[src/hw/rtl/ircrq_pkg.sv]
`default_nettype none
package ircrq_pkg;

  localparam int IDX_W = 3;
  localparam int CMD_W = 32;
  localparam int PROTO_W = 8;
  localparam int TIME_W = 32;
  localparam int CFG_MS_W = 16;

  localparam logic [TIME_W-1:0] NEC_REPEAT_WINDOW_MS = 32'd300;

  localparam logic [CFG_MS_W-1:0] GAP_RESET = 16'd150;
  localparam logic [CFG_MS_W-1:0] DELAY_RESET = 16'd500;
  localparam logic [PROTO_W-1:0] NEC_ID_RESET = 8'd1;
  localparam logic [CMD_W-1:0] NEC_CODE_RESET = 32'hFFFF_FFFF;

  typedef enum logic [1:0] {
    CFG_COMMAND_GAP_MS = 2'd0,
    CFG_REPEAT_DELAY_MS = 2'd1,
    CFG_NEC_PROTOCOL_ID = 2'd2,
    CFG_NEC_REPEAT_CODE = 2'd3
  } cfg_reg_e_t;

  typedef enum logic {
    OP_CODE = 1'b0,
    OP_WRITE = 1'b1
  } op_t;

  typedef struct packed {
    logic op;
    logic [PROTO_W-1:0] protocol;
    logic [CMD_W-1:0] code;
    logic [TIME_W-1:0] time_ms;
    logic [IDX_W-1:0] entry_index;
    logic entry_repeatable;
  } in_item_t;

  typedef struct packed {
    logic accepted;
    logic is_repeat;
    logic [CMD_W-1:0] command;
    logic matched;
    logic [IDX_W-1:0] match_index;
    logic fire;
  } out_item_t;

  // token walking the entry chain
  typedef struct packed {
    logic vld;
    logic wr;
    logic [IDX_W-1:0] idx;
    logic rep_bit;
    logic look;
    logic [CMD_W-1:0] cmd;
    logic hit;
    logic [IDX_W-1:0] hit_idx;
    logic hit_rep;
  } probe_t;

endpackage
`default_nettype wire

[src/hw/rtl/ircrq_cell.sv]
`default_nettype none
module ircrq_cell #(
  parameter int IDX = 0
) (
  input  wire logic              clk,
  input  wire logic              rst_n,
  input  wire ircrq_pkg::probe_t probe_i,
  output ircrq_pkg::probe_t      probe_o
);

  localparam logic [ircrq_pkg::IDX_W-1:0] HIT_IDX = IDX[ircrq_pkg::IDX_W-1:0];

  logic [ircrq_pkg::CMD_W-1:0] cmd_r;
  logic                        rep_r;
  logic                        valid_r;
  ircrq_pkg::probe_t           probe_r;
  ircrq_pkg::probe_t           probe_nxt;
  logic                        wr_hit;
  logic                        lk_hit;

  always_comb begin
    wr_hit = probe_i.vld && probe_i.wr && (int'(probe_i.idx) == IDX);
    lk_hit = probe_i.vld && !probe_i.wr && probe_i.look && !probe_i.hit &&
             valid_r && (cmd_r == probe_i.cmd);
    probe_nxt = probe_i;
    if (lk_hit) begin
      probe_nxt.hit = 1'b1;
      probe_nxt.hit_idx = HIT_IDX;
      probe_nxt.hit_rep = rep_r;
    end
  end

  always_ff @(posedge clk) begin
    if (!rst_n) begin
      valid_r <= 1'b0;
      probe_r.vld <= 1'b0;
    end else begin
      probe_r <= probe_nxt;
      if (wr_hit) begin
        valid_r <= 1'b1;
        cmd_r <= probe_i.cmd;
        rep_r <= probe_i.rep_bit;
      end
    end
  end

  assign probe_o = probe_r;

endmodule
`default_nettype wire

[src/hw/rtl/ir_command_repeat_qualifier_core.sv]
// Qualifies decoded infrared remote codes (fresh command, NEC repeat mapping,
// repeat delay) and looks the resulting command up in a table of
// TABLE_ENTRIES command entries; table writes use the same input channel.
// One item is in work at a time: it is qualified, then a lookup token walks
// the chain of entry cells one cell per cycle, and the registered result is
// held until taken; the next item is taken only after the result is taken.
// Configuration writes are taken at any time, one per cycle.
`default_nettype none
module ir_command_repeat_qualifier_core #(
  parameter int TABLE_ENTRIES = 8
) (
  input  wire logic                   clk,
  input  wire logic                   rst_n,
  input  wire logic                   in_valid,
  output logic                        in_ready,
  input  wire ircrq_pkg::in_item_t    in_data,
  output logic                        out_valid,
  input  wire logic                   out_ready,
  output ircrq_pkg::out_item_t        out_data,
  input  wire logic                   cfg_valid,
  output logic                        cfg_ready,
  input  wire logic [1:0]             cfg_index,
  input  wire logic [31:0]            cfg_data
);

  typedef enum logic [2:0] {
    ST_IDLE,
    ST_QUAL,
    ST_LAUNCH,
    ST_WAIT,
    ST_SEND
  } state_t;

  state_t state_r;

  logic [ircrq_pkg::CFG_MS_W-1:0] gap_r;
  logic [ircrq_pkg::CFG_MS_W-1:0] delay_r;
  logic [ircrq_pkg::PROTO_W-1:0]  nec_id_r;
  logic [ircrq_pkg::CMD_W-1:0]    nec_code_r;

  logic [ircrq_pkg::CMD_W-1:0]    last_cmd_r;
  logic [ircrq_pkg::PROTO_W-1:0]  last_proto_r;
  logic [ircrq_pkg::TIME_W-1:0]   last_rx_r;
  logic [ircrq_pkg::TIME_W-1:0]   last_fresh_r;

  ircrq_pkg::in_item_t            item_r;
  logic                           acc_r;
  logic                           rep_r;
  logic [ircrq_pkg::CMD_W-1:0]    cmd_r;
  ircrq_pkg::out_item_t           out_r;
  logic                           out_valid_r;

  logic [ircrq_pkg::TIME_W-1:0]   dt;
  logic [ircrq_pkg::TIME_W-1:0]   dt_fresh;
  logic                           is_code;
  logic                           fresh;
  logic                           mapped;
  logic                           acc_nxt;
  logic                           rep_nxt;
  logic [ircrq_pkg::CMD_W-1:0]    cmd_nxt;

  ircrq_pkg::probe_t              head;
  ircrq_pkg::probe_t              chain [0:TABLE_ENTRIES];
  ircrq_pkg::probe_t              tail;

  always_comb begin
    is_code = (item_r.op == ircrq_pkg::OP_CODE) && (item_r.protocol != '0);
    dt = item_r.time_ms - last_rx_r;
    dt_fresh = item_r.time_ms - last_fresh_r;
    fresh = dt > {{(ircrq_pkg::TIME_W-ircrq_pkg::CFG_MS_W){1'b0}}, gap_r};
    mapped = (item_r.protocol == nec_id_r) && (last_proto_r == nec_id_r) &&
             (item_r.code == nec_code_r) && (dt < ircrq_pkg::NEC_REPEAT_WINDOW_MS);
    cmd_nxt = (!fresh && mapped) ? last_cmd_r : item_r.code;
    acc_nxt = is_code && (fresh ||
              (dt_fresh > {{(ircrq_pkg::TIME_W-ircrq_pkg::CFG_MS_W){1'b0}}, delay_r}));
    rep_nxt = acc_nxt && !fresh &&
              (mapped || ((item_r.protocol == last_proto_r) && (cmd_nxt == last_cmd_r)));
    if (!is_code) begin
      cmd_nxt = '0;
    end
  end

  always_comb begin
    head.vld = (state_r == ST_LAUNCH);
    head.wr = (item_r.op == ircrq_pkg::OP_WRITE);
    head.idx = item_r.entry_index;
    head.rep_bit = item_r.entry_repeatable;
    head.look = acc_r;
    head.cmd = (item_r.op == ircrq_pkg::OP_WRITE) ? item_r.code : cmd_r;
    head.hit = 1'b0;
    head.hit_idx = '0;
    head.hit_rep = 1'b0;
  end

  assign chain[0] = head;

  for (genvar g = 0; g < TABLE_ENTRIES; g++) begin : g_cell
    ircrq_cell #(
      .IDX(g)
    ) u_cell (
      .clk    (clk),
      .rst_n  (rst_n),
      .probe_i(chain[g]),
      .probe_o(chain[g+1])
    );
  end

  assign tail = chain[TABLE_ENTRIES];

  always_ff @(posedge clk) begin
    if (!rst_n) begin
      state_r <= ST_IDLE;
      out_valid_r <= 1'b0;
      gap_r <= ircrq_pkg::GAP_RESET;
      delay_r <= ircrq_pkg::DELAY_RESET;
      nec_id_r <= ircrq_pkg::NEC_ID_RESET;
      nec_code_r <= ircrq_pkg::NEC_CODE_RESET;
      last_cmd_r <= '0;
      last_proto_r <= '0;
      last_rx_r <= '0;
      last_fresh_r <= '0;
    end else begin
      if (cfg_valid) begin
        case (ircrq_pkg::cfg_reg_e_t'(cfg_index))
          ircrq_pkg::CFG_COMMAND_GAP_MS:  gap_r <= cfg_data[ircrq_pkg::CFG_MS_W-1:0];
          ircrq_pkg::CFG_REPEAT_DELAY_MS: delay_r <= cfg_data[ircrq_pkg::CFG_MS_W-1:0];
          ircrq_pkg::CFG_NEC_PROTOCOL_ID: nec_id_r <= cfg_data[ircrq_pkg::PROTO_W-1:0];
          ircrq_pkg::CFG_NEC_REPEAT_CODE: nec_code_r <= cfg_data;
          default: begin
          end
        endcase
      end
      case (state_r)
        ST_IDLE: begin
          if (in_valid) begin
            item_r <= in_data;
            state_r <= ST_QUAL;
          end
        end
        ST_QUAL: begin
          acc_r <= acc_nxt;
          rep_r <= rep_nxt;
          cmd_r <= cmd_nxt;
          if (is_code) begin
            last_rx_r <= item_r.time_ms;
            if (fresh) begin
              last_cmd_r <= item_r.code;
              last_proto_r <= item_r.protocol;
              last_fresh_r <= item_r.time_ms;
            end
          end
          state_r <= ST_LAUNCH;
        end
        ST_LAUNCH: begin
          state_r <= ST_WAIT;
        end
        ST_WAIT: begin
          if (tail.vld) begin
            out_r.accepted <= acc_r;
            out_r.is_repeat <= rep_r;
            out_r.command <= cmd_r;
            out_r.matched <= tail.hit;
            out_r.match_index <= tail.hit_idx;
            out_r.fire <= tail.hit && (!rep_r || tail.hit_rep);
            out_valid_r <= 1'b1;
            state_r <= ST_SEND;
          end
        end
        ST_SEND: begin
          if (out_ready) begin
            out_valid_r <= 1'b0;
            state_r <= ST_IDLE;
          end
        end
        default: begin
          state_r <= ST_IDLE;
          out_valid_r <= 1'b0;
        end
      endcase
    end
  end

  assign in_ready = (state_r == ST_IDLE);
  assign out_valid = out_valid_r;
  assign out_data = out_r;
  assign cfg_ready = 1'b1;

endmodule
`default_nettype wire

[config.mk]
export PLATFORM = sky130hd
export DESIGN_NAME = ir_command_repeat_qualifier_core
export DESIGN_NICKNAME = d
export VERILOG_FILES = /design/src/hw/rtl/ircrq_pkg.sv /design/src/hw/rtl/ircrq_cell.sv /design/src/hw/rtl/ir_command_repeat_qualifier_core.sv
export SDC_FILE = /design/constraint.sdc
export NUM_CORES = 1
export LEC_CHECK = 0
export BUFFER_PORTS_ARGS = -buffer_cell sky130_fd_sc_hd__buf_2
export CORE_MARGIN = 4
export CORE_UTILIZATION = 62
export DETAILED_ROUTE_END_ITERATION = 8
export PLACE_DENSITY = 0.82
export SLEW_MARGIN = 20
export SYNTH_ARGS = -nofsm -noshare
export SYNTH_HDL_FRONTEND = slang
export SYNTH_SLANG_ARGS = --single-unit
[constraint.sdc]
create_clock -name clk -period 13.05 [get_ports clk]
set_clock_uncertainty 0.2 [all_clocks]
set_input_delay 0.6525 -clock clk [delete_from_list [all_inputs] [get_ports clk]]
set_output_delay 0.6525 -clock clk [all_outputs]
set_load 0.01 [all_outputs]
==> impl_metrics.ini <==
[outcome]
status = finished clean

[synthesis]
ys_seq_area_share_pct = 66.3
synth.avg_cell_area_um2 = 13.0
syn_area_um2 = 38200
ys_warn_count = 0
synth_flop_cell = edfxtp_1
synth.distinct_cells = 76
synth_top_cell_area_share_pct = 56.0
synth_top_cell_by_area = edfxtp_1
syn_inst = 2944
async_reset_ff_share_pct = 0
synth_nets = 3155
netlist_top_cells_count = 713 x edfxtp_1, 276 x nand2_1, 219 x a21oi_1, 207 x xor2_1, 196 x dfxtp_1
ys_top_cells_by_area = edfxtp_1 56%, dfxtp_1 10%, xor2_1 4.7%
ys_seq_elements = 909
yosysMostFrequentCell = edfxtp_1
synth_edf_count = 713

[clock_network]
cts_made_buffers = 87
clk_pin_slew_ps = 60
cts_resized = 0
htree_levels = 3
clk_path_buf_depth = 3
clock_latency_ps = 650
cts_tree = done
clockRootBuffer = clkbuf_16
clock-sinks = 909
postCtsSetupRepairBufs = 0

[timing]
clock.fmax_mhz = 158
fin_crit_sh_pct = 48.4
tightest_slew_ps = 1150
period_minus_slack_ps = 6320
hold_viol = 0
finalMaxSlewViolations = 0
setup_tns_ps = 0
setup_viol = 0
rsz0062_at_grt = no
maxSlewHeadroom_pct = 23.2
final.setup.worst_slack_ps = 6730

[global_routing]
grtUsageTotal_pct = 27.6
overflow = 0
grt_max_degree = 104
grt_pass1_wl_um = 142000
grt_antenna_before_repair = 1
grt_pass1_vias = 24594

[placed_design]
hpwl_um = 61200
postPlaceCellArea_um2 = 39900
place_ws_ps = 6450
dpl.cell_count = 3803
port_buffers = 156
routabilityCongestion = 0.972

[setup_path]
cp.required_ps = 13190
arrival_ps = 6460
cp-start-kind = flip-flop
crit_type = flip-flop to flip-flop
worstPathMaxFanout = 4
cp-end-kind = flip-flop

[floorplanning]
ios = 158
start_util_pct = 63.0
die-area_um2 = 65700
coreArea_um2 = 60700
die_y_um = 256
fp.dieW_um = 256
num_rows = 90

[pwr]
p_leak_nw = 15.4
netSwitchingPower_mw = 1.46
switching_share_pct = 23.1
p_seq_share_pct = 52.2
pwr-share-comb_pct = 7.2
intPower_mw = 4.88
clkPwrFrac_pct = 40.5
vdd_drop_max_mv = 0.121
powerDensity_nw_per_um2 = 145

[layout]
fillCellCount = 3715
design_area_um2 = 43600
final_cells = 4045
drive_gt1_share_pct = 12.0
nets = 3398
area_growth_pct = 14.0

[routing]
wirelength_um = 91700
ant_nets = 0
vias = 24622
post_drt_via_cell_ratio = 6.09
drc = 0
avgRoutedWirePerCell_um = 22.7
drt_pre_antenna_iters = 6
drt_iter0_markers = 2625

[hold_path]
hold_class = primary input to flip-flop

[run]
cap_violations = 0
per-layer routing:
metal | track usage (%) | part of all wire [%] | vias up
met4 | 12.3 | 4.8 | 0
met1 | 36.0 | 39 | 12020
met3 | 4.84 | 7.4 | 239
li1 | - | - | 11307
met2 | 45.8 | 49 | 1056
met5 | 0 | 0 | -
per-stage QoR:
step	hold slack [ps]	util (%)	total power, mW
2_1_floorplan	200	-	3.63
3_3_place_gp	207	65.6	3.78
3_5_place_dp	207	65.7	3.80
4_1_cts	6.49	71.8	6.36
5_1_grt	0.969	71.8	6.55
6_report	35.5	71.8	6.34
worst paths after layout:
| path | start | endpoint | slack (ps) | cells after the start |
|---|---|---|---|---|
| setup / recovery | item_r[4] | acc_r | 6730 | 22 |
| hold reg to reg | g_cell[7].u_cell.probe_o[1] | out_data[1] | 220 | 0 |
| hold / removal | in_data[4] | item_r[4] | 40 | 1 |
| setup reg to reg | item_r[4] | acc_r | 6730 | 22 |
registers in the layout (all words and copies together), names as in the netlist:
register               flops
last_rx_r                 32
rep_r                      1
g_cell.u_cell.cmd_r      256
g_cell.u_cell.rep_r        8
g_cell.u_cell.probe_o    307
gap_r                     16
cmd_r                     32
out_valid                  1
delay_r                   16
last_fresh_r              32
out_data                  39
nec_code_r                32
acc_r                      1
last_proto_r               8
g_cell.u_cell.valid_r      8
item_r                    72
chain                      5
nec_id_r                   8
state_r                    3
last_cmd_r                32
placed cells by master (no fill, tap or decap), types with 10 or more instances in the layout:
| master | count |
|---|---|
| a21o_1 | 27 |
| a21oi_1 | 218 |
| and2_1 | 18 |
| and3_1 | 11 |
| buf_2 | 155 |
| buf_4 | 26 |
| bufinv_16 | 10 |
| clkbuf_1 | 12 |
| clkbuf_16 | 87 |
| clkinv_1 | 17 |
| clkinv_2 | 18 |
| dfxtp_1 | 196 |
| dlygate4sd3_1 | 76 |
| edfxtp_1 | 713 |
| ha_1 | 93 |
| inv_1 | 125 |
| mux2_2 | 39 |
| mux2i_1 | 16 |
| nand2_1 | 276 |
| nand2b_1 | 32 |
| nand3_1 | 138 |
| nand4_1 | 82 |
| nor2_1 | 63 |
| nor3_1 | 18 |
| nor4_1 | 67 |
| o211ai_1 | 35 |
| o21a_1 | 13 |
| o21ai_0 | 40 |
| o21ai_1 | 97 |
| xnor2_1 | 168 |
| xor2_1 | 207 |
final cells by class:
| type | instances | area [um^2] | share of cell area [%] |
|---|---|---|---|
| Antenna cell | 2 | 5.00 | 0.0115 |
| Clock buffer | 104 | 2290 | 5.25 |
| Clock inverter | 59 | 646 | 1.48 |
| Inverter | 126 | 475 | 1.09 |
| Multi-Input combinational cell | 1802 | 12100 | 27.7 |
| Sequential cell | 909 | 25300 | 58.1 |
| Tap cell | 782 | 978 | 2.24 |
| Timing Repair Buffer | 261 | 1800 | 4.12 |
critical path, stage by stage, from the launching register on:
cell	delay, ps
edfxtp_1	410
inv_1	110
ha_1	170
inv_1	60
fa_1	400
a21o_1	190
a221oi_1	600
o21ai_0	280
a21oi_1	200
nor2b_1	80
o21ai_0	140
nand2b_1	70
a21oi_1	190
xnor2_1	100
ha_1	300
nand4_1	120
nor3_1	280
a22oi_1	200
or4_1	550
nor4_1	390
nand4_1	180
nor4_2	640
a21oi_1	150
logic make-up after synthesis:
family,share of synthesized area [%]
AO/OA/AOI/OAI,7.80
flip-flops,66.3
AND/OR/NAND/NOR,10.2
other,0.00981
multiplexers,1.57
buffers and inverters,2.43
adder cells (fa/ha/maj),3.15
XOR/XNOR,8.59
power by group through the flow:
stage	clock network [mW]	registers [mW]	logic, mW
floorplan	0	3.34	0.288
global placement	0	3.37	0.410
detailed placement	0	3.37	0.425
CTS	2.60	3.31	0.448
global route	2.72	3.32	0.500
finish	2.57	3.31	0.458
timing repair:
item | in CTS | in global routing
endpoints found under the hold margin | 76 | 0
hold buffers | 76 | 0
endpoints found under the setup margin | 0 | 0
No activity file was read; power rests on OpenSTA's default activity.
